`config.mk`:
```
export PLATFORM = sky130hd
export DESIGN_NAME = gstf_ram
export DESIGN_NICKNAME = d
export VERILOG_FILES = /design/src/hw/rtl/gstf_ram.sv
export SDC_FILE = /design/constraint.sdc
export NUM_CORES = 1
export LEC_CHECK = 0
export BUFFER_PORTS_ARGS = -buffer_cell sky130_fd_sc_hd__buf_4
export CORE_MARGIN = 1
export CORE_UTILIZATION = 25
export CTS_BUF_LIST = sky130_fd_sc_hd__clkbuf_16
export CTS_CLUSTER_DIAMETER = 60
export DETAILED_ROUTE_END_ITERATION = 8
export PLACE_DENSITY = 0.42
export SKIP_CTS_REPAIR_TIMING = 1
export SYNTH_ARGS = -nofsm -noshare
export SYNTH_HDL_FRONTEND = slang
export SYNTH_SLANG_ARGS = --single-unit
export TNS_END_PERCENT = 10
```
`constraint.sdc`:
```
create_clock -name clk -period 2.8 [get_ports clk]
set_input_delay 0.56 -clock clk [delete_from_list [all_inputs] [get_ports clk]]
set_output_delay 0.56 -clock clk [all_outputs]
set_load 0.05 [all_outputs]
```
`src/hw/rtl/gstf_ram.sv`:
```
// Generic single write port, single read port RAM with registered read.
// Depends on nothing.
`timescale 1ns / 1ps
`default_nettype none

module gstf_ram #(
  parameter int WIDTH = 8,
  parameter int DEPTH = 16
) (
  input  wire logic                     clk,
  input  wire logic                     we,
  input  wire logic [$clog2(DEPTH)-1:0] waddr,
  input  wire logic [WIDTH-1:0]         wdata,
  input  wire logic [$clog2(DEPTH)-1:0] raddr,
  output logic      [WIDTH-1:0]         rdata
);

  logic [WIDTH-1:0] mem [DEPTH];

  always_ff @(posedge clk) begin
    if (we) begin
      mem[waddr] <= wdata;
    end
    rdata <= mem[raddr];
  end

endmodule

`default_nettype wire

```
-- Word-level counts from Yosys, hierarchy flattened
Memory sizes are Yosys's and may differ from the RTL's. A register that Yosys moved wholly into a read port is not among the register bits.
Cells that the tools add are included.
Widths: inputs -> output; s select.
- output and inout bits: 8
- flip-flop bits (word level): 0
- bits of input ports: 18
- word-level logic and storage cells: 3
- memory bits (writable): 128
- memories kept: 1
- mux-type cells: 2
- memories (memory ; words ; bits a word ; rd ports ; clocked after memory_dff ; wr ports ; RTL line ; source):
    mem ; 16 ; 8 ; 1 ; 1 ; 1 ; 18 ; logic [WIDTH-1:0] mem [DEPTH];
- operator list (cell ; count):
    $mux 1 ; 2

-- Logic depth before layout (Yosys ltp)
- depth in word-level cells: 2
- depth in mapped cells: 5
- depth with buffers taken out: 3

-- Worst setup path after synthesis
OpenSTA, ideal clock, no wires.
- path kind: input to register
- start: in waddr[2]
- end: mem mem[0][0] (enable)
- setup time: 0.383 ns
- stages: 2
- arrival: 1.670 ns
- path slack: 0.747 ns
- data required time: 2.417 ns
- buffers on the path: 0
- cell sequence: or3b_2 -> nor3_1
- RTL lines (element ; RTL line ; source):
    from (decl) ; 12 ; input wire logic [$clog2(DEPTH)-1:0] waddr,
    to (decl) ; 18 ;
Straight into the memory's write port.

==> impl_metrics.ini <==
[critical_path]
worst-setup-path-type = primary input to flop
path_cells = buf_4 -> buf_4 -> mux4_1 -> a22oi_1 -> nand2_1
arrival_ns = 2.10
crit_top_cell = buf_4
reg2reg_from = mem[10][2]
cp-end-kind = flop
required_ns = 3.09
critPathBufInv = 2
worst_path_max_delay_cell = mux4_1
start_kind = primary input
crit_fanout = 27
cpLargestDelayFamily = buffers and inverters
critPathLaunch = raddr[0]
cpPeakStageDelay_ns = 0.54

[sta]
setup_slack_ns = 0.987
final_hold_viol_count = 0
finalCritPeriodShare = 0.648
fin_tns_setup_ns = 0
slew_headroom = 0.629
holdWs_ns = 0.470
timing.fmax_ghz = 0.552
min_period_ns = 1.81
drv_slew = 0
grt_setup_unrepaired = false
setup_viol = 0
finClkSkew_ns = 0.00770
tightest_slew_ns = 0.557

[pwr]
leakagePower_nw = 2.06
irDropWorstVdd_mv = 0.513
power.total_mw = 4.42
power_density_nw_per_um2 = 708

[floorplan]
coreArea_um2 = 20200
dieArea_um2 = 21200
rows = 52
initial_core_util = 0.254
fp.dieW_um = 145
die_h_um = 145
io_pins = 26

[place]
dpl.cell_count = 535
io_buffers = 25
place_ws_ns = 0.545
hpwlAfterDp_um = 7130
gp_congestion = 0.698

[drt]
firstDrtPassIters = 4
post_drt_wl_per_cell_um = 19.5
drc_errors = 0
viasPerCell = 4.31
wirelength_um = 11000
drtAntennaViolNets = 0
via_count = 2439
drt_iter0_drc = 149

[clock_tree]
cts_buffers = 17
cts_tree = yes
clk_latency_ns = 0.41
path_clk_slew_ns = 0.06
clk_root_buffer_cell = clkbuf_16
cts.path.max_buffers = 2
clock_sinks = 136
cts_htree_levels = 4

[synth]
syn_inst = 229
yosys_warnings = 0
synthTopCellsByArea = edfxtp_1, mux4_2, mux4_1
synthesis.nets = 247
syn_area_per_cell_um2 = 22.5
ys_ff_latch = 136
ys_seq_area_frac = 0.778
ys_types = 19
synth_top_cell_by_area = edfxtp_1
synth_top_area_share = 0.747
syn_area_um2 = 5150

[outcome]
status = complete, no violations

[hold_path]
hold_start = wdata[3]
hp-class = primary input to flop

[final_layout]
syn_to_final_growth_pct = 21.2
drive_gt1_frac = 0.302
final_net_count = 302
final_cell_count_no_fill = 566

[global_route]
grt_first_pass_wirelength_um = 16400
overflow = 0
antenna_found_initial = 0
grt_pass1_vias = 2636
grt_max_degree = 33
grt_usage = 0.110

[run]
drv_cap = 0
[synth_stat cells]
cell	instances
edfxtp_1	128
mux4_2	18
a22oi_1	16
mux4_1	14
nor2_1	13
nand2_1	9
dfxtp_1	8
nor3_1	4
buf_2	3
buf_6	3
clkdlybuf4s25_2	3
nand2b_1	2
nand3b_1	2
and2_1	1
and2b_1	1
buf_4	1
nand3_1	1
nor2b_1	1
or3b_2	1
[placed cells by master (no fill, tap or decap)]
| cell type | Yosys | final |
|---|---|---|
| clkinv_2 | 0 | 3 |
| clkinvlp_4 | 0 | 4 |
| inv_1 | 0 | 1 |
| diode_2 | 0 | 1 |
| and2_1 | 1 | 1 |
| mux4_2 | 18 | 18 |
| buf_4 | 1 | 46 |
| edfxtp_1 | 128 | 128 |
| and2b_1 | 1 | 1 |
| mux4_1 | 14 | 14 |
| nand2_1 | 9 | 9 |
| nand3_1 | 1 | 1 |
| or3b_2 | 1 | 1 |
| nor3_1 | 4 | 4 |
| clkbuf_16 | 0 | 17 |
| clkinv_1 | 0 | 5 |
| a22oi_1 | 16 | 16 |
| nand3b_1 | 2 | 2 |
| dfxtp_1 | 8 | 8 |
| nor2_1 | 13 | 13 |
| nand2b_1 | 2 | 2 |
| nor2b_1 | 1 | 1 |
[layout make-up]
| class | count | area (µm²) |
|---|---|---|
| Multi-Input combinational cell | 83 | 1060 |
| Antenna cell | 1 | 2.50 |
| Sequential cell | 136 | 4000 |
| Fill cell | 1955 | 14000 |
| Timing Repair Buffer | 46 | 345 |
| Tap cell | 270 | 338 |
| Clock buffer | 17 | 425 |
| Clock inverter | 13 | 67.6 |
[report_power, final]
part | total (mW) | leakage [nW] | internal (mW) | switching (mW)
Combinational | 0.273 | 0.602 | 0.105 | 0.168
Sequential | 2.29 | 1.22 | 2.28 | 0.0147
Clock | 1.85 | 0.235 | 1.09 | 0.759
Total | 4.42 | 2.06 | 3.47 | 0.942
[layer usage]
layer,global-route usage,vias to the layer above,wire length (µm)
met2,0.178,47,5450
met3,0.0348,7,432
met1,0.140,1303,5070
met5,0,-,0
met4,0.0363,0,95
li1,-,1082,-
[worst paths after layout]
path | slack [ns] | to | cells past startpoint
max | 0.99 | rdata[2] | 5
min | 0.47 | mem[3][3] | 1
max reg2reg | 1.49 | rdata[2] | 3
min reg2reg | 0.68 | rdata[4] | 3
[through the flow]
stage	util	cell area [µm²]
2_1_floorplan	-	5150
3_3_place_gp	0.284	5740
3_5_place_dp	0.284	5740
4_1_cts	0.308	6240
5_1_grt	0.308	6240
6_report	0.308	6240
[kinds of logic after synthesis]
group / Yosys count / share of synthesized area
compound gates: 16 / 0.0233
buf+inv: 10 / 0.0168
flops: 136 / 0.778
mux: 32 / 0.150
simple gates: 35 / 0.0318
[registers in the layout (all words and copies together) (netlist names)]
register  cells
mem         128
rdata         8
(Power assumes the default switching activity.)
