### src/hw/rtl/gstf_pkg.sv
// Shared types and constants for the gated segment transmit queue.
// Holds status codes, state encodings and the structures passed between stages.
// No dependencies.
`timescale 1ns / 1ps
`default_nettype none

package gstf_pkg;

  localparam int QUEUE_DEPTH_DEF   = 16;
  localparam int PAYLOAD_BYTES_DEF = 64;

  localparam int SEG_W      = 16;
  localparam int BYTE_W     = 8;
  localparam int REQ_W      = 16;
  localparam int LEN_OUT_W  = 7;
  localparam int JOB_SLOT_W = 8;
  localparam int META_W     = SEG_W + LEN_OUT_W;
  localparam int OQ_DEPTH   = 4;
  localparam int OQ_PTR_W   = $clog2(OQ_DEPTH);
  localparam int OQ_CNT_W   = $clog2(OQ_DEPTH + 1);

  typedef enum logic [1:0] {
    ST_ENQUEUED = 2'd0,
    ST_DROPPED  = 2'd1,
    ST_GRANTED  = 2'd2,
    ST_REFUSED  = 2'd3
  } status_t;

  typedef enum logic [1:0] {
    FS_IDLE   = 2'b01,
    FS_LOOKUP = 2'b10
  } front_state_t;

  typedef enum logic [1:0] {
    BS_IDLE   = 2'b01,
    BS_STREAM = 2'b10
  } back_state_t;

  typedef struct packed {
    logic                  stream;
    status_t               status;
    logic [SEG_W-1:0]      seg;
    logic [JOB_SLOT_W-1:0] slot;
    logic [LEN_OUT_W-1:0]  n;
  } job_t;

  typedef struct packed {
    status_t              status;
    logic [SEG_W-1:0]     seg;
    logic [BYTE_W-1:0]    data;
    logic                 valid;
    logic [LEN_OUT_W-1:0] len;
    logic                 last;
  } result_t;

endpackage

`default_nettype wire

### src/hw/rtl/gstf_ram.sv
// Generic single write port, single read port RAM with registered read.
// Depends on nothing.
`timescale 1ns / 1ps
`default_nettype none

module gstf_ram #(
  parameter int WIDTH = 8,
  parameter int DEPTH = 16
) (
  input  wire logic                     clk,
  input  wire logic                     we,
  input  wire logic [$clog2(DEPTH)-1:0] waddr,
  input  wire logic [WIDTH-1:0]         wdata,
  input  wire logic [$clog2(DEPTH)-1:0] raddr,
  output logic      [WIDTH-1:0]         rdata
);

  logic [WIDTH-1:0] mem [DEPTH];

  always_ff @(posedge clk) begin
    if (we) begin
      mem[waddr] <= wdata;
    end
    rdata <= mem[raddr];
  end

endmodule

`default_nettype wire

### src/hw/rtl/gstf_front.sv
// Front stage: accepts items, fills payload slots, commits and releases entries.
// Depends on gstf_pkg and gstf_ram (entry metadata store).
`timescale 1ns / 1ps
`default_nettype none

module gstf_front #(
  parameter int QUEUE_DEPTH   = gstf_pkg::QUEUE_DEPTH_DEF,
  parameter int PAYLOAD_BYTES = gstf_pkg::PAYLOAD_BYTES_DEF
) (
  input  wire logic                                         clk,
  input  wire logic                                         rst,
  input  wire logic                                         push,
  output logic                                              full,
  input  wire logic                                         command,
  input  wire logic [gstf_pkg::BYTE_W-1:0]                  data_byte,
  input  wire logic                                         byte_valid,
  input  wire logic                                         last_byte,
  input  wire logic [gstf_pkg::SEG_W-1:0]                   segment_number,
  input  wire logic [gstf_pkg::SEG_W-1:0]                   max_segment,
  input  wire logic [gstf_pkg::REQ_W-1:0]                   requested_length,
  output logic                                              jq_push,
  output gstf_pkg::job_t                                    jq_job,
  input  wire logic                                         jq_full,
  input  wire logic                                         stream_done,
  output logic                                              pay_we,
  output logic [$clog2(QUEUE_DEPTH*PAYLOAD_BYTES)-1:0]      pay_addr,
  output logic [gstf_pkg::BYTE_W-1:0]                       pay_data
);
  import gstf_pkg::*;

  localparam int SLOT_W = $clog2(QUEUE_DEPTH);
  localparam int CNT_W  = $clog2(QUEUE_DEPTH + 1);
  localparam int FILL_W = $clog2(PAYLOAD_BYTES + 1);
  localparam int ADDR_W = $clog2(QUEUE_DEPTH * PAYLOAD_BYTES);
  localparam int GAP_W  = SLOT_W + 4;

  front_state_t      state, state_next;
  logic [SLOT_W-1:0] head_slot, head_slot_next;
  logic [SLOT_W-1:0] tail_slot, tail_slot_next;
  logic [CNT_W-1:0]  entry_count, entry_count_next;
  logic [FILL_W-1:0] fill_position, fill_position_next;
  logic              dropping, dropping_next;
  logic [2:0]        outstanding, outstanding_next;
  logic [SEG_W-1:0]  bound;
  logic [REQ_W-1:0]  req;

  logic              accept;
  logic              queue_full;
  logic              conflict;
  logic [GAP_W-1:0]  gap;
  logic              meta_we;
  logic [META_W-1:0] meta_wdata;
  logic [META_W-1:0] meta_rdata;
  logic [SEG_W-1:0]  head_seg;
  logic [LEN_OUT_W-1:0] head_len;
  logic [LEN_OUT_W-1:0] grant_n;
  logic [FILL_W-1:0] fill_after;

  gstf_ram #(
    .WIDTH(META_W),
    .DEPTH(QUEUE_DEPTH)
  ) u_meta (
    .clk  (clk),
    .we   (meta_we),
    .waddr(tail_slot),
    .wdata(meta_wdata),
    .raddr(head_slot),
    .rdata(meta_rdata)
  );

  // distance from tail back to head: slots just released but still being read
  always_comb begin
    if (head_slot >= tail_slot) begin
      gap = GAP_W'(head_slot) - GAP_W'(tail_slot);
    end else begin
      gap = GAP_W'(head_slot) + GAP_W'(QUEUE_DEPTH) - GAP_W'(tail_slot);
    end
  end

  assign conflict   = (gap != '0) && (gap <= GAP_W'(outstanding));
  assign full       = (state != FS_IDLE) || jq_full || conflict;
  assign accept     = push && !full;
  assign queue_full = (entry_count == CNT_W'(QUEUE_DEPTH));

  assign pay_we   = accept && !command && byte_valid && !queue_full && !dropping &&
                    (fill_position < FILL_W'(PAYLOAD_BYTES));
  assign pay_addr = ADDR_W'(tail_slot) * ADDR_W'(PAYLOAD_BYTES) + ADDR_W'(fill_position);
  assign pay_data = data_byte;

  assign fill_after = pay_we ? fill_position + 1'b1 : fill_position;
  assign meta_we    = accept && !command && last_byte && !dropping && !queue_full;
  assign meta_wdata = {segment_number, LEN_OUT_W'(fill_after)};

  assign head_seg = meta_rdata[META_W-1:LEN_OUT_W];
  assign head_len = meta_rdata[LEN_OUT_W-1:0];
  assign grant_n  = (REQ_W'(head_len) <= req) ? head_len : req[LEN_OUT_W-1:0];

  always_comb begin
    state_next         = state;
    head_slot_next     = head_slot;
    tail_slot_next     = tail_slot;
    entry_count_next   = entry_count;
    fill_position_next = fill_position;
    dropping_next      = dropping;
    outstanding_next   = outstanding - {2'b00, stream_done};
    jq_push            = 1'b0;
    jq_job             = '{stream: 1'b0, status: ST_REFUSED, seg: '0, slot: '0, n: '0};
    case (state)
      FS_IDLE: begin
        if (accept && !command) begin
          fill_position_next = fill_after;
          if (byte_valid && queue_full) begin
            dropping_next = 1'b1;
          end
          if (last_byte) begin
            jq_push = 1'b1;
            fill_position_next = '0;
            dropping_next = 1'b0;
            if (dropping || queue_full) begin
              jq_job.status = ST_DROPPED;
            end else begin
              jq_job.status    = ST_ENQUEUED;
              tail_slot_next   = (tail_slot == SLOT_W'(QUEUE_DEPTH - 1)) ? '0
                                 : tail_slot + 1'b1;
              entry_count_next = entry_count + 1'b1;
            end
          end
        end else if (accept && command) begin
          if (entry_count == '0) begin
            jq_push = 1'b1;
          end else begin
            state_next = FS_LOOKUP;
          end
        end
      end
      FS_LOOKUP: begin
        state_next = FS_IDLE;
        jq_push    = 1'b1;
        if (head_seg <= bound) begin
          jq_job.status    = ST_GRANTED;
          jq_job.seg       = head_seg;
          jq_job.slot      = JOB_SLOT_W'(head_slot);
          jq_job.n         = grant_n;
          jq_job.stream    = (grant_n != '0);
          head_slot_next   = (head_slot == SLOT_W'(QUEUE_DEPTH - 1)) ? '0
                             : head_slot + 1'b1;
          entry_count_next = entry_count - 1'b1;
          outstanding_next = outstanding - {2'b00, stream_done} + 3'd1;
        end
      end
      default: begin
        state_next = FS_IDLE;
      end
    endcase
  end

  always_ff @(posedge clk) begin
    if (rst) begin
      state         <= FS_IDLE;
      head_slot     <= '0;
      tail_slot     <= '0;
      entry_count   <= '0;
      fill_position <= '0;
      dropping      <= 1'b0;
      outstanding   <= '0;
    end else begin
      state         <= state_next;
      head_slot     <= head_slot_next;
      tail_slot     <= tail_slot_next;
      entry_count   <= entry_count_next;
      fill_position <= fill_position_next;
      dropping      <= dropping_next;
      outstanding   <= outstanding_next;
    end
  end

  always_ff @(posedge clk) begin
    if (accept && command) begin
      bound <= max_segment;
      req   <= requested_length;
    end
  end

endmodule

`default_nettype wire

### config.mk
export PLATFORM = sky130hd
export DESIGN_NAME = gstf_front
export DESIGN_NICKNAME = d
export VERILOG_FILES = /design/src/hw/rtl/gstf_pkg.sv /design/src/hw/rtl/gstf_ram.sv /design/src/hw/rtl/gstf_front.sv
export SDC_FILE = /design/constraint.sdc
export NUM_CORES = 1
export LEC_CHECK = 0
export ABC_CLOCK_PERIOD_IN_PS = 10900
export BUFFER_PORTS_ARGS = -buffer_cell sky130_fd_sc_hd__buf_2
export CAP_MARGIN = 5
export CELL_PAD_IN_SITES_DETAIL_PLACEMENT = 2
export CELL_PAD_IN_SITES_GLOBAL_PLACEMENT = 2
export CORE_MARGIN = 5
export CORE_UTILIZATION = 50
export DETAILED_ROUTE_END_ITERATION = 10
export GPL_TIMING_DRIVEN = 0
export PLACE_DENSITY = 0.95
export SYNTH_ARGS = -nofsm -noshare
export SYNTH_HDL_FRONTEND = slang
export SYNTH_SLANG_ARGS = --single-unit
### constraint.sdc
create_clock -name clk -period 10.9 [get_ports clk]
set_input_delay 1.635 -clock clk [delete_from_list [all_inputs] [get_ports clk]]
set_output_delay 1.635 -clock clk [all_outputs]
set_load 0.1 [all_outputs]
Word-level counts from Yosys, hierarchy flattened:

Memories as Yosys holds them, arrays and structs flattened. A register that Yosys moved wholly into a read port is not among the register bits.
Index checks and enable logic that the tools add are counted.

* bits in registers: 58
* bits in writable memories: 368
* input port bits: 64
* output and inout port bits: 55
* word-level logic and storage cells: 100
* memories kept: 1

Memory list
* u_meta.mem: depth 16, bits a word 23, rd ports 1, clocked after memory_dff 1, write ports 1, line gstf_ram.sv:18 `logic [WIDTH-1:0] mem [DEPTH];`

* add/subtract/negate cells: 11
* $lt $le $gt $ge: 5
* equality and inequality tests: 10
* muxes and demuxes: 29
* bitwise gates (word level): 4
* reduce and logical (&&, ||, !) cells: 31

Operator list (number)
* 2-to-1 mux 34 bit: 1
* 2-to-1 mux 31 bit: 1
* 2-to-1 mux 7 bit: 3
* 2-to-1 mux 5 bit: 4
* <= comparator 16 bit: 1
* <= comparator 7 x 16 -> 1 bit: 1
* logical AND 1 bit: 12
* adder 10 x 7 -> 10 bit: 1
* 2-to-1 mux 1 bit: 10
* one-hot mux 5 bit (2 select lines): 1
* adder 4 x 1 -> 4 bit, second input constant: 2
* equality test 4 bit, second input constant: 2
* <= comparator 8 x 3 -> 1 bit: 1
* 2-to-1 mux 4 bit: 2
* 2-to-1 mux 8 bit: 1
* != test 2 bit, second input constant: 4
* nonzero test 8 bit: 1
* adder 7 x 1 -> 7 bit, second input constant: 1
* < comparator 7 bit, second input constant: 1
* nonzero test 7 bit: 1
* subtractor 6 x 4 -> 7 bit: 1
* adder 4 x 5 -> 6 bit, second input constant: 1
* 2-to-1 mux 3 bit: 2
* AND reduction 3 bit: 2
* other kinds (22): 33

Depth between registers and ports, before layout:

* depth in word-level cells: 15
* mapped depth: 15

Modules after synthesis:

From an unflattened synthesis, not the netlist that was laid out.

* cell total of the unflattened synthesis: 1023
* area, all modules: 18281.3 um^2

By module, submodules not included
* gstf_ram: times used 1, cells each 608, area an instance 14308.7 um^2, sequential area each 11511.0 um^2
* gstf_front: times used 1, cells each 415, area an instance 3972.6 um^2, sequential area each 1481.4 um^2

Least setup slack after synthesis:

No wires, ideal clock.

* path kind: reg-to-output
* start: register head_slot[0]
* end: output port jq_push
* data arrival time: 6.082 ns
* path slack: 3.183 ns
* cell stages (with the launch flop): 16
* buffers on the path: 3
* cell sequence: dfxtp_1 clkbuf_1 buf_2 buf_2 inv_1 ha_1 inv_1 fa_1 ha_1 nor2b_1 o21ai_0 a32oi_1 a211oi_2 a21oi_1 a31oi_1 a21oi_1

* longest elaborated chain between the ends: 12
* elaborated cells between the ends (all ways): 16

Ends and longest elaborated chain
* start, declared: line gstf_front.sv:38 `logic [SLOT_W-1:0] head_slot, head_slot_next;`
* start signal, assigned: line gstf_front.sv:168 `head_slot <= head_slot_next;`
* adder 4 x 5 -> 6 bit: line gstf_front.sv:76 `gap = GAP_W'(head_slot) + GAP_W'(QUEUE_DEPTH) - GAP_W'(tail_slot);`
* subtractor 6 x 4 -> 7 bit: line gstf_front.sv:76
* 2-to-1 mux 8 bit (*): line gstf_front.sv:73 `if (head_slot >= tail_slot) begin`
* <= comparator 8 x 3 -> 1 bit or nonzero test 8 bit (tied branches): line gstf_front.sv:80 `assign conflict = (gap != '0) && (gap <= GAP_W'(outstanding));`
* logical AND 1 bit (*): line gstf_front.sv:80
* logical OR 1 bit (*): line gstf_front.sv:81 `assign full = (state != FS_IDLE) || jq_full || conflict;`
* zero test 1 bit (*): line gstf_front.sv:82 `assign accept = push && !full;`
* logical AND 1 bit (*): line gstf_front.sv:82
* logical AND 1 bit: line gstf_front.sv:128 `end else if (accept && command) begin`
* 2-to-1 mux 1 bit: line gstf_front.sv:128
* 2-to-1 mux 1 bit (*): line gstf_front.sv:110 `if (accept && !command) begin`
* one-hot mux 1 bit (2 select lines) (*): line gstf_front.sv:108 `case (state)`
* end, declared: line gstf_front.sv:21 `output logic jq_push,`

Every way passes the cells marked *; elsewhere a longest branch is shown, timed or not.

==> results_dict.tcl <==
set metrics [dict create \
    place_congestion 0.8189 \
    rsz0062_at_grt "no" \
    crit_path_end_kind "output pin" \
    antenna_found_initial 4 \
    portBuffers 105 \
    synth_area_um2 18220 \
    dieArea_um2 40350 \
    muxShareOfSynthArea_pct 14.77 \
    fin_ws_ns 3.231 \
    synth-adder-area-share_pct 3.379 \
    worstSkewPairLatency_ns 0.59 \
    root_buffer "clkbuf_16" \
    status "complete, no violations" \
    h-tree-depth 2 \
    pin_count 119 \
    maxSlewHeadroom_pct 13.79 \
    vias 11511 \
    synth_seq_cells 449 \
    drive_above_1_share_pct 29.80 \
    final_nets 1247 \
    grt_pass1_wl_um 101200 \
    grt-ovfl-total 0 \
    drv_slew 0 \
    cts_setup_buffers 0 \
    synth_top_family_by_area "multiplexers" \
    cts_sinks 449 \
    hold_end "entry_count[0]" \
    drt_iter0_markers 1600 \
    r2r-start "head_slot[0]" \
    cts_resized 0 \
    drc 0 \
    skew_ns 0.02847 \
    synth_compound_area_share_pct 3.215 \
    synth-simple-area-share_pct 3.943 \
    num_rows 70 \
    ys_async_sr_fraction_pct 0 \
    clock_path_buffers 3 \
    dr.pass1.iters 5 \
    rrSetupSlack_ns 4.66 \
    synth_ff_type "edfxtp_1" \
    holdPathStages 2 \
    synth_cell_types 57 \
    worstPathRequired_ns 9.27 \
    r2r_end "u_meta.mem[12][14]" \
    cts_buffers 47 \
    whs_ns 0.5815 \
    setup_viol 0 \
    ys_seq_area_share_pct 71.32 \
    post_drt_wl_per_cell_um 43.79 \
    synthCells 966 \
    die_w_um 200.9 \
    fin_crit_ns 7.669 \
    synth.avg_cell_area_um2 18.86 \
    syn_to_final_growth_pct 15.98 \
    yosys_warnings 0 \
    tns_ns 0 \
    r2r_cells 15 \
    synth_xor_area_share_pct 0.7693 \
    postCtsHoldBufs 0 \
    first_global_vias 12377 \
    viasPerCell 7.010 \
    power_density_nw_per_um2 177.6 \
    final_antenna_net_count 0 \
    critical_path_class "register to output pin" \
    hp-class "register to register" \
    coreArea_um2 36260 \
    min_period_over_period_pct 70.36 \
    dpl_worst_slack_ns 4.230 \
    critPathArrivalTime_ns 6.03 \
    drv_cap 0 \
    tightest_slew_ns 1.289 \
    synth_edf_count 400 \
    cp_max_fo 10 \
    final_hold_viol_count 0 \
    grt_use_total_pct 35.51 \
    cts_tree "done" \
    wl_um 71910 \
    critPathLaunchType "register" \
    p_leak_nw 7.382 \
    initial_utilization_pct 50.24 \
    hold_path_startpoint "entry_count[0]" \
    dpl.hpwl_um 43240 \
    fmax_ghz 0.1304 \
    grt_max_degree 28 \
    path_clk_slew_ns 0.07 \
    fp.dieH_um 200.9 \
    ir_drop_mv 0.1319 \
]
critical path, cell delays in order, from the launching register on:
cell and delay [ns]:
dfxtp_1 0.40, clkbuf_1 0.31, buf_2 0.36, buf_2 0.47, inv_1 0.24, ha_1 0.33, inv_1 0.11, fa_1 0.46
ha_1 0.32, nor2b_1 0.14, o21ai_0 0.20, a32oi_1 0.19, a211oi_2 0.69, a21oi_1 0.35, nand2_1 0.27, a211o_1 0.17
buf_2 0.42
sequential cells by signal, indices dropped and copies added (netlist names):
| name | count |
|---|---|
| bound | 16 |
| u_meta.mem | 368 |
| u_meta.rdata | 23 |
| head_slot | 4 |
| req | 16 |
| entry_count | 5 |
| fill_position | 7 |
| tail_slot | 4 |
| outstanding | 3 |
| state | 2 |
| dropping | 1 |
Yosys cell counts, drive strengths merged, types with 16 or more instances:
cell type	count	share of area, %
nand2	19	0.39
nor2	29	0.60
a21oi	26	0.73
o21ai	16	0.44
ha	46	3.2
buf	28	1.0
and2	19	0.65
inv	45	0.93
clkbuf	30	0.62
mux4	115	14
dfxtp	49	5.4
edfxtp	400	66
cell families (layout without fill, tap and decap cells):
logic type,Yosys count,after routing
adder cells (fa/ha/maj),48,48
XOR/XNOR,16,16
buffers and inverters,103,305
AO/OA/AOI/OAI,88,88
other,1,7
flip-flops,449,449
AND/OR/NAND/NOR,136,136
multiplexers,125,125
per-stage QoR:
stage	total power (W)	util, %	std cells	area [um^2]
final	0.003753	58.27	1642	21130
after global routing	0.003844	58.25	1639	21120
after CTS	0.003759	58.16	1638	21090
after detailed placement	0.002054	53.82	1553	19510
after global placement	0.002032	53.33	1542	19340
after floorplan	0.001994	-	969	18230
layout by cell type, fill, tap and decap left out, types with 21 or more instances in the layout:
cell | Yosys | routed
edfxtp_1 | 400 | 400
mux4_2 | 115 | 115
buf_2 | 6 | 111
clkbuf_16 | 0 | 50
dfxtp_1 | 49 | 49
ha_1 | 46 | 46
inv_1 | 45 | 45
clkbuf_1 | 30 | 41
nor2_1 | 29 | 29
a21oi_1 | 25 | 24
buf_4 | 18 | 21
final cells by class:
cell class | count | area, um^2
multi-input cells | 417 | 4835
clock inverters | 22 | 256.5
diodes | 3 | 7.507
flip-flops and latches | 449 | 12990
inverters | 45 | 168.9
clock buffers | 63 | 1320
repair buffers | 117 | 661.9
plain buffers | 58 | 300.3
well taps | 468 | 585.6
fillers | 2934 | 15130
routing by layer:
layer,GRT usage (%),up-vias,share of wire (%)
met5,0,-,0.038
met3,9.418,325,9.4
met1,42.37,6000,34
li1,-,4213,-
met2,59.11,969,49
met4,19.54,4,7.3
worst max path at each step:
stage	startpoint	endpoint	slack (ns)
after global placement	head_slot[0]	jq_push	2.39
after global routing	head_slot[0]	jq_job[32]	3.15
after CTS	head_slot[0]	jq_job[32]	3.39
final	head_slot[0]	jq_job[32]	3.23
after detailed placement	head_slot[0]	jq_job[32]	4.23
after floorplan	head_slot[0]	jq_push	3.18
power breakdown:
group          leakage, nW  switching (W)  internal, W  total, W
Combinational         2.49       0.000112    0.0000362  0.000148
Clock                0.767       0.000728     0.000992   0.00172
Sequential            4.13     0.00000961      0.00188   0.00189
Power figures use the tool's default switching activity.
