### config.mk
export PLATFORM = sky130hd
export DESIGN_NAME = gstf_jobq
export DESIGN_NICKNAME = d
export VERILOG_FILES = /design/src/hw/rtl/gstf_pkg.sv /design/src/hw/rtl/gstf_jobq.sv
export SDC_FILE = /design/constraint.sdc
export NUM_CORES = 1
export LEC_CHECK = 0
export ABC_AREA = 0
export BUFFER_PORTS_ARGS = -buffer_cell sky130_fd_sc_hd__buf_2
export CAP_MARGIN = 5
export CORE_ASPECT_RATIO = 0.75
export CORE_UTILIZATION = 45
export CTS_CLUSTER_DIAMETER = 200
export DETAILED_ROUTE_END_ITERATION = 6
export PLACE_DENSITY = 0.73
export SLEW_MARGIN = 20
export SYNTH_ARGS = -nofsm -noshare
export SYNTH_HDL_FRONTEND = slang
export SYNTH_SLANG_ARGS = --single-unit
### constraint.sdc
create_clock -name clk -period 2 [get_ports clk]
set_clock_uncertainty 0.1 [all_clocks]
set_input_delay 0.1 -clock clk [delete_from_list [all_inputs] [get_ports clk]]
set_output_delay 0.1 -clock clk [all_outputs]
set_load 0.01 [all_outputs]
### src/hw/rtl/gstf_pkg.sv
// Shared types and constants for the gated segment transmit queue.
// Holds status codes, state encodings and the structures passed between stages.
// No dependencies.
`timescale 1ns / 1ps
`default_nettype none

package gstf_pkg;

  localparam int QUEUE_DEPTH_DEF   = 16;
  localparam int PAYLOAD_BYTES_DEF = 64;

  localparam int SEG_W      = 16;
  localparam int BYTE_W     = 8;
  localparam int REQ_W      = 16;
  localparam int LEN_OUT_W  = 7;
  localparam int JOB_SLOT_W = 8;
  localparam int META_W     = SEG_W + LEN_OUT_W;
  localparam int OQ_DEPTH   = 4;
  localparam int OQ_PTR_W   = $clog2(OQ_DEPTH);
  localparam int OQ_CNT_W   = $clog2(OQ_DEPTH + 1);

  typedef enum logic [1:0] {
    ST_ENQUEUED = 2'd0,
    ST_DROPPED  = 2'd1,
    ST_GRANTED  = 2'd2,
    ST_REFUSED  = 2'd3
  } status_t;

  typedef enum logic [1:0] {
    FS_IDLE   = 2'b01,
    FS_LOOKUP = 2'b10
  } front_state_t;

  typedef enum logic [1:0] {
    BS_IDLE   = 2'b01,
    BS_STREAM = 2'b10
  } back_state_t;

  typedef struct packed {
    logic                  stream;
    status_t               status;
    logic [SEG_W-1:0]      seg;
    logic [JOB_SLOT_W-1:0] slot;
    logic [LEN_OUT_W-1:0]  n;
  } job_t;

  typedef struct packed {
    status_t              status;
    logic [SEG_W-1:0]     seg;
    logic [BYTE_W-1:0]    data;
    logic                 valid;
    logic [LEN_OUT_W-1:0] len;
    logic                 last;
  } result_t;

endpackage

`default_nettype wire

### src/hw/rtl/gstf_jobq.sv
// Two-entry job queue between the front and back stages.
// Depends on gstf_pkg.
`timescale 1ns / 1ps
`default_nettype none

module gstf_jobq (
  input  wire logic           clk,
  input  wire logic           rst,
  input  wire logic           push,
  input  wire gstf_pkg::job_t push_job,
  output logic                full,
  input  wire logic           pop,
  output gstf_pkg::job_t      head_job,
  output logic                empty
);
  import gstf_pkg::*;

  job_t       slots [2];
  logic       wr_ptr, rd_ptr;
  logic [1:0] count;
  logic       do_push, do_pop;

  assign full     = (count == 2'd2);
  assign empty    = (count == 2'd0);
  assign do_push  = push && !full;
  assign do_pop   = pop && !empty;
  assign head_job = slots[rd_ptr];

  always_ff @(posedge clk) begin
    if (rst) begin
      wr_ptr <= 1'b0;
      rd_ptr <= 1'b0;
      count  <= '0;
    end else begin
      if (do_push) begin
        wr_ptr <= ~wr_ptr;
      end
      if (do_pop) begin
        rd_ptr <= ~rd_ptr;
      end
      count <= count + {1'b0, do_push} - {1'b0, do_pop};
    end
  end

  always_ff @(posedge clk) begin
    if (do_push) begin
      slots[wr_ptr] <= push_job;
    end
  end

endmodule

`default_nettype wire

# Yosys cells after proc, flatten, opt, wreduce, memory -nomap -nowiden
# Memory sizes are Yosys's and may differ from the RTL's. A register that Yosys moved wholly into a read port is not among the register bits.
# Index checks and enable logic that the tools add are counted.
# classes
add_sub_neg	2
eq_ne	1
n_mux	4
bitwise_logic	2
reduce_logical	5
# ops
operator	n
1-bit two-way mux	4
2-bit by 1-bit adder with 2-bit output	1
2-bit equality test (second input constant)	1
1-bit logical AND	2
1-bit zero test	2
2-bit zero test	1
1-bit inverter	2
2-bit by 1-bit subtractor with 2-bit output	1
# totals
reg_bits	4
ramBits	68
input_bits	38
output_inout_bits	36
word_cells	18
mem_count	1
# mem_list
name	words	width	read_ports	rd_ports_with_merged_regs	write_ports	line_no	text
slots	2	34	1	1	1	gstf_jobq.sv:18	job_t slots [2];

# Depth between registers and ports, before layout
# Gate-level depths: netlist of run 1.
# logic_depth
depth_word	5
depth_mapped	8
depth_no_buf	8

# Least setup slack after synthesis of run 1
# OpenSTA, ideal clock, no wires.
# synth_path
path_kind	register -> register
start	reg count[0]
end	mem slots[0][0] (netlist name) (enable)
setup_time_ps	389
t_arrival_ps	1541
required_ps	1511
setup_slack_ps	-30
stages_incl_launch_ff	5
path_buffers	0
synth_period_minus_slack_ps	2030
cell_sequence	dfxtp_1 > nand2b_2 > inv_2 > or3_1 > inv_1
# synth_between
elab_chain_len	5
# synth_rtl
element	line_no	text
from (decl)	gstf_jobq.sv:20	logic [1:0] count;
from (signal assigned)	gstf_jobq.sv:41	count <= count + {1'b0, do_push} - {1'b0, do_pop};
2-bit equality test	gstf_jobq.sv:23	assign full = (count == 2'd2);
named net full	gstf_jobq.sv:11	output logic full,
1-bit zero test	gstf_jobq.sv:25	assign do_push = push && !full;
1-bit logical AND	gstf_jobq.sv:25	
1-bit two-way mux	gstf_jobq.sv:46	if (do_push) begin
1-bit two-way mux (not written as such)	gstf_jobq.sv:47	slots[wr_ptr] <= push_job;
to (decl)	gstf_jobq.sv:18	
# The timed path passes the listed nets, and every way through them passes these cells.

# Final worst setup path of run 1
# layout_path
start	reg count[0]
end	mem slots[0][32] (netlist name) (enable)
# layout_between
elab_chain_len	5
# layout_rtl
element	line_no
2-bit equality test	gstf_jobq.sv:23
1-bit zero test	gstf_jobq.sv:25
1-bit logical AND	gstf_jobq.sv:25
1-bit two-way mux	gstf_jobq.sv:46
1-bit two-way mux (not written as such)	gstf_jobq.sv:47
# Every way passes these cells.

==> flow_summary.toml, run 1 <==
[status]
status = "complete, no violations"

[routing]
dr.pass1.iters = 4
via_per_inst = 4.53
ant_nets = 0
wirelength_um = 4620
wl_per_cell_um = 14.0
vias = 1499
drc = 0
drt_iter0_markers = 63

[clock_tree]
clockBufferDepth = 2
cts_htree_levels = 3
cts_root_buf = "clkbuf_8"
cts_resized = 0
cts.clk_slew.worst_paths_ps = 70
cts_tree = "built"
cts_buffers = 9
clkLatencyLatePin_ps = 320
clock-sinks = 73

[pwr]
vdd.ir_drop.worst_uv = 747
p_per_area_mw_per_mm2 = 1180
p_leak_uw = 0.00144

[floorplanning]
initial_core_util_pct = 48.3
die-area_mm2 = 0.00628
die_w_um = 91.2
core_mm2 = 0.00555
rows = 23
fp.dieH_um = 68.9
io_pins = 74

[placement]
gp_congestion = 0.704
portBuffers = 73
hpwl_um = 2680
place_inst = 280
placed_area_mm2 = 0.00318

[worst_setup_path]
cpPeakStageDelay_ps = 370
required_ps = 1920
start_kind = "register"
crit_fanout = 28
cp.arrival_ps = 1670
worstSetupPathType = "register to register"
slowest_stage = "dfxtp_1"
endpoint_kind = "register"
path_delay_family = "simple AND/OR/NAND/NOR gates"
crit_path_cell_trace = "nand2b_2 > inv_2 > or3_1 > clkinvlp_4 > buf_12"
path_buf_inv = 3

[finish]
drive_above_1_share_pct = 50.0
utilization_pct = 67.4
synthToLayoutAreaGrowth_pct = 39.4
nets = 291
num_antenna_cells = 0
design_area_mm2 = 0.00374
layout_common_cells = "73 x buf_2, 68 x edfxtp_1, 35 x dlygate4sd3_1"
fin_cells = 331
layout_commonest_cell = "buf_2"

[logic_synthesis]
ys_warn_count = 0
syn_area_per_cell_um2 = 20.2
seq_area_frac_synth_pct = 79.8
synth_area_mm2 = 0.00268
netlist_top_cells_area = "edfxtp_1 76%, mux2_2 14%, dfxtp_1 3.7%, ha_1 0.93%, buf_4 0.56%"
ys_types = 21
yosys.area_share.adder_pct = 0.932
synth-seq-cells = 73
synth_top_area_share_pct = 76.1
synthMuxAreaShare_pct = 14.3
synth-simple-area-share_pct = 2.19
synth_compound_area_share_pct = 0.653
synth_xor_area_share_pct = 0.653
yosysTopAreaCell = "edfxtp_1"
synthCells = 133
synth_top_family_by_area = "multiplexers"
synth_nets = 173

[global_route]
grt_pass1_vias = 1443
overflow = 0
antenna_found_initial = 0
grt.total_usage_pct = 14.9
grt_max_degree = 35
grt_pass1_wl_um = 6630

[min_path]
hold_path.class = "input port to register"

[timing]
relSlewSlack_pct = 83.7
fin_crit_ps = 1740
grt_setup_unrepaired = "no"
fin_crit_sh_pct = 87.2
drv_slew = 0
worst_pin_slew_ps = 244
fin_hold_ws_ps = 89.9
hold_viol = 0
setup_tns_ps = 0
setup_violations = 0
max_freq_ghz = 0.574

[flow_run]
drv_cap = 0
[kinds of logic after synthesis]
kind of cell	count (synthesis)
flops	73
mux	34
simple gates	11
buf+inv	8
compound gates	3
xor+xnor	2
fa+ha+maj	2
[per-layer routing]
layer	global-route usage, %	vias to the layer above	wire length (um)
li1	-	744	-
met1	16.6	696	2090
met2	26.7	55	2240
met3	5.59	4	257
met4	5.95	0	29
met5	0	-	0
[repair_timing]
| action | CTS | global route |
|---|---|---|
| setup endpoints to repair | 0 | 0 |
| hold buffers | 35 | 0 |
| buffers inserted | 0 | 0 |
| endpoints found under the hold margin | 73 | 0 |
[power breakdown]
group	leakage (uW)	internal (uW)	switching (uW)	total, uW
sequential	0.000676	1950	69.3	2020
combinational	0.000659	621	616	1240
clock	0.000108	696	483	1180
total	0.00144	3260	1170	4430
[through the flow]
step,setup WS (ps),total power [uW]
global placement,286,3230
finish,257,4430
global route,202,4640
detailed placement,260,3240
CTS,253,4480
floorplan,248,2790
[registers in the layout, indices dropped and copies added (netlist names), named ones only]
signal  cells
wr_ptr      1
count       2
slots      68
rd_ptr      1
[Yosys cell counts]
master and count:
nand2_1 1, nor2_1 4, dfxtp_1 5, and3_2 1, xor2_1 1, or3_1 1, inv_2 1, and2_1 1
mux2_2 34, xnor2_1 1, inv_1 3, buf_4 2, ha_1 2, edfxtp_1 68, nand2b_2 1, a21oi_1 1
o21a_1 1, nor2b_1 1, nor3_1 1, buf_2 2, o21ai_0 1
[worst reg2reg max path, delay by kind of cell, from the launching register on]
family        cells  cell delay, ps
buf+inv           3             450
flops             1             370
simple gates      2             520
[worst paths after layout]
path | startpoint | endpoint | slack, ps | depth (start not counted)
worst max-delay path | count[0] | slots[0][32] | 260 | 5
worst min register to register | wr_ptr | wr_ptr | 400 | 2
worst max register to register | count[0] | slots[0][32] | 260 | 5
worst min-delay path | push | wr_ptr | 90 | 4
[final cells by class]
type                    count  area (um2)
inverters                   4        18.8
flip-flops and latches     73        2140
fillers                   401        1810
repair buffers            111         776
clock buffers              10         128
clock inverters             6        82.6
multi-input cells          52         502
well taps                  75        93.8
(Power assumes the default switching activity.)
==> run 2: changes to the inputs <==
Settings changed: BUFFER_PORTS_ARGS -buffer_cell sky130_fd_sc_hd__buf_2 to -buffer_cell sky130_fd_sc_hd__buf_4, TNS_END_PERCENT set to 1.
==> run 2 against run 1 <==
  * Combinational power increased by 14%
  * Worst setup slack got worse by 25 ps
  * Highest routed layer unchanged
  * Fmax decreased by 1.4%
  * Critical path depth decreased by 2
  * Global-route usage increased by 3.0 points
==> flow_summary.toml, run 2 (same netlist as run 1, synthesis figures left out) <==
[floorplanning]
die_w_um = 91.2
io_pins = 74
core_mm2 = 0.00555
die-area_mm2 = 0.00628
rows = 23
fp.dieH_um = 68.9
initial_core_util_pct = 48.3

[global_route]
overflow = 0
grt_pass1_vias = 1648
grt.total_usage_pct = 17.9
grt_pass1_wl_um = 7940
grt_max_degree = 27
antenna_found_initial = 0

[worst_setup_path]
required_ps = 1800
crit_path_cell_trace = "buf_4 > mux2_2 > buf_4"
slowest_stage = "mux2_2"
critical_path.most_common_cell = "buf_4"
worstSetupPathType = "register to output pin"
crit_fanout = 26
endpoint_kind = "output pin"
start_kind = "register"
cpPeakStageDelay_ps = 400
cp.arrival_ps = 1570

[placement]
portBuffers = 73
gp_congestion = 0.760
hpwl_um = 3460

[finish]
fill_cells = 367
top_register = "slots"
num_antenna_cells = 0
layout_commonest_cell = "buf_4"
nets = 294
drive_above_1_share_pct = 51.4
utilization_pct = 71.0
largest_reg_flops = 68
synthToLayoutAreaGrowth_pct = 46.9
layout_common_cells = "79 x buf_4, 68 x edfxtp_1, 35 x dlygate4sd3_1"
reg.largest.list = "slots: 68 flops, count: 2 flops"

[pwr]
p_per_area_mw_per_mm2 = 1210
vdd.ir_drop.worst_uv = 750
p_leak_uw = 0.00153

[routing]
ant_nets = 0
dr.pass1.iters = 4
vias = 1575
via_per_inst = 4.72
drt_iter0_markers = 66
wl_per_cell_um = 15.4
wirelength_um = 5160
drc = 0

[timing]
hold_viol = 0
fin_hold_ws_ps = 72.7
setup_violations = 0
drv_slew = 0
worst_pin_slew_ps = 343
fin_crit_sh_pct = 88.4
relSlewSlack_pct = 77.1
setup_tns_ps = 0
max_freq_ghz = 0.565
grt_setup_unrepaired = "no"
fin_crit_ps = 1770

[flow_run]
drv_cap = 0

[clock_tree]
cts_tree = "built"
clockBufferDepth = 2
clkLatencyLatePin_ps = 330
cts.clk_slew.worst_paths_ps = 70
cts_buffers = 9
cts_htree_levels = 3
cts_root_buf = "clkbuf_8"
clock-sinks = 73

[min_path]
hold_path.class = "input port to register"

[status]
status = "complete, no violations"
## run 2: worst paths after layout
path,startpoint,to,slack (ps),depth (start not counted)
worst min register to register,wr_ptr,wr_ptr,420,2
worst min-delay path,push,wr_ptr,70,4
worst max register to register,count[0],slots[0][31],300,5
worst max-delay path,register,head_job[4],230,3
## run 2: what timing repair did
action                                 4_1_cts  5_1_grt
resized for setup                            0        0
hold buffers                                35        0
endpoints found under the hold margin       73        0
buffers inserted                             0        0
## run 2: worst max-delay path: cells and delay by family (launching register included)
kind     cells  cell delay [ps]
buf+inv      2              480
flops        1              340
mux          1              400
## run 2: area by class of cell
cell class | instances | area (um2) | area share [%]
clock buffers | 9 | 124 | 3.14
repair buffers | 114 | 943 | 23.9
multi-input cells | 52 | 502 | 12.7
clock inverters | 7 | 118 | 2.98
flip-flops and latches | 73 | 2140 | 54.3
inverters | 4 | 18.8 | 0.476
well taps | 75 | 93.8 | 2.38
## run 2: metal layers
metal | routed length, um | track usage (%) | vias up
li1 | - | - | 752
met1 | 2160 | 20.0 | 752
met2 | 2600 | 31.4 | 59
met3 | 292 | 5.70 | 12
met4 | 106 | 10.1 | 0
met5 | 0 | 0 | -
## run 2: through the flow
stage	total power [uW]	instances	cell area, um2	setup WS (ps)
final	4780	334	3940	232
after detailed placement	3410	283	3350	304
after global routing	4990	334	3940	159
after floorplan	2790	133	2690	248
after CTS	4840	334	3940	207
after global placement	3350	283	3350	358
## run 2: where the power goes
| group | switching [uW] | internal [uW] | leakage, uW |
|---|---|---|---|
| clock | 523 | 830 | 0.000124 |
| sequential | 74.4 | 1950 | 0.000676 |
| combinational | 650 | 757 | 0.000728 |
==> run 3: changes to the inputs <==
Settings changed: HOLD_SLACK_MARGIN set to 0.08.
==> run 3 against run 2 <==
  * Worst setup slack about the same
  * Highest routed layer unchanged
  * Combinational power about the same
  * Count of clock-buffer cells in the layout stayed put
  * Die area unchanged
  * Cell count grew 0.30%
  * Non-clock buffer count grew 1
  * First-iteration DRC count is 1.5% higher
  * Largest cell class unchanged
  * Clock power is essentially flat
  * Routed wire length about the same
==> flow_summary.toml, run 3 (same netlist as run 1, synthesis figures left out) <==
[status]
status = "complete, no violations"

[routing]
vias = 1580
drt_iter0_markers = 67
drc = 0
via_per_inst = 4.72
dr.pass1.iters = 4
ant_nets = 0
wl_per_cell_um = 15.4
wirelength_um = 5160

[timing]
worst_pin_slew_ps = 343
drv_slew = 0
fin_crit_ps = 1770
fin_crit_sh_pct = 88.4
relSlewSlack_pct = 77.1
setup_tns_ps = 0
setup_violations = 0
hold_viol = 0
grt_setup_unrepaired = "no"
max_freq_ghz = 0.565
fin_hold_ws_ps = 130

[min_path]
hold_depth = 4
hold_path.class = "input port to register"

[floorplanning]
rows = 23
core_mm2 = 0.00555
die-area_mm2 = 0.00628
io_pins = 74
initial_core_util_pct = 48.3
fp.dieH_um = 68.9
die_w_um = 91.2

[finish]
num_antenna_cells = 0
synthToLayoutAreaGrowth_pct = 47.2
fin_cells = 335
nets = 295
top_register = "slots"
reg.largest.list = "slots: 68 flops, count: 2 flops"
largest_reg_flops = 68
drive_above_1_share_pct = 51.2
layout_common_cells = "79 x buf_4, 68 x edfxtp_1, 36 x dlygate4sd3_1"
layout_commonest_cell = "buf_4"
fill_cells = 365
utilization_pct = 71.1

[pwr]
p_per_area_mw_per_mm2 = 1210
p_int_uw = 3540
switching_power_uw = 1250
power.share.sequential_pct = 42.3
p_leak_uw = 0.00153
vdd.ir_drop.worst_uv = 759
switching_share_pct = 26.1
p_clk_share_pct = 28.3
comb_power_share_pct = 29.4

[global_route]
grt_pass1_vias = 1666
use_met3_pct = 5.70
busiest_layer = "met2"
global_route.usage.met2_pct = 31.6
use_met1_pct = 20.0
overflow = 0
grt_pass1_wl_um = 7960
grt.total_usage_pct = 18.0
grt_max_degree = 27
antenna_found_initial = 0

[clock_tree]
clkLatencyLatePin_ps = 330
cts_root_buf = "clkbuf_8"
cts_tree = "built"
cts_htree_levels = 3
clockBufferDepth = 2
clock-sinks = 73
cts_buffers = 9
cts_setup_buffers = 0
cts.clk_slew.worst_paths_ps = 70

[worst_setup_path]
reg2reg_depth = 5
worstSetupPathType = "register to output pin"
endpoint_kind = "output pin"
cp.arrival_ps = 1570
start_kind = "register"
crit_fanout = 26
required_ps = 1800

[placement]
gp_congestion = 0.760
place_inst = 283
hpwl_um = 3460
portBuffers = 73

[flow_run]
drv_cap = 0
run 3: worst paths after layout:
check	from	to	slack [ps]
max	register	head_job[4]	230
max reg2reg	count[0]	slots[0][31]	300
min reg2reg	wr_ptr	wr_ptr	420
min	pop	register	130
run 3: final cells by class:
type	instances	area (um2)	share of cell area [%]
repair buffers	115	953	24.1
well taps	75	93.8	2.37
inverters	4	18.8	0.475
clock buffers	9	124	3.13
multi-input cells	52	502	12.7
clock inverters	7	118	2.98
flip-flops and latches	73	2140	54.2
run 3: metal layers:
metal / vias to the layer above / part of all wire, %
met1: 755 / 42
met2: 59 / 50
li1: 754 / -
met5: - / 0
met3: 12 / 5.6
met4: 0 / 2.1
run 3: worst max-delay path: stages (launching register included):
cell and delay (ps):
dfxtp_1 340, buf_4 330, mux2_2 400, buf_4 150
run 3: repair_timing:
action,in CTS,in global routing
gates resized for setup,0,0
endpoints found under the hold margin,73,0
hold buffers,36,0
run 3: power groups by stage:
stage               combinational [uW]  clock [uW]  sequential (uW)
finish                            1410        1350             2020
global route                      1510        1450             2040
CTS                               1430        1390             2020
detailed placement                1360           0             2060
global placement                  1320           0             2040
floorplan                          758           0             2030
run 3: metrics by stage:
step                worst slack, ps  total power, uW  cell area, um2
floorplan                       248             2790            2690
global placement                358             3350            3350
detailed placement              304             3410            3350
CTS                             207             4840            3950
global route                    159             5000            3950
finish                          232             4780            3950
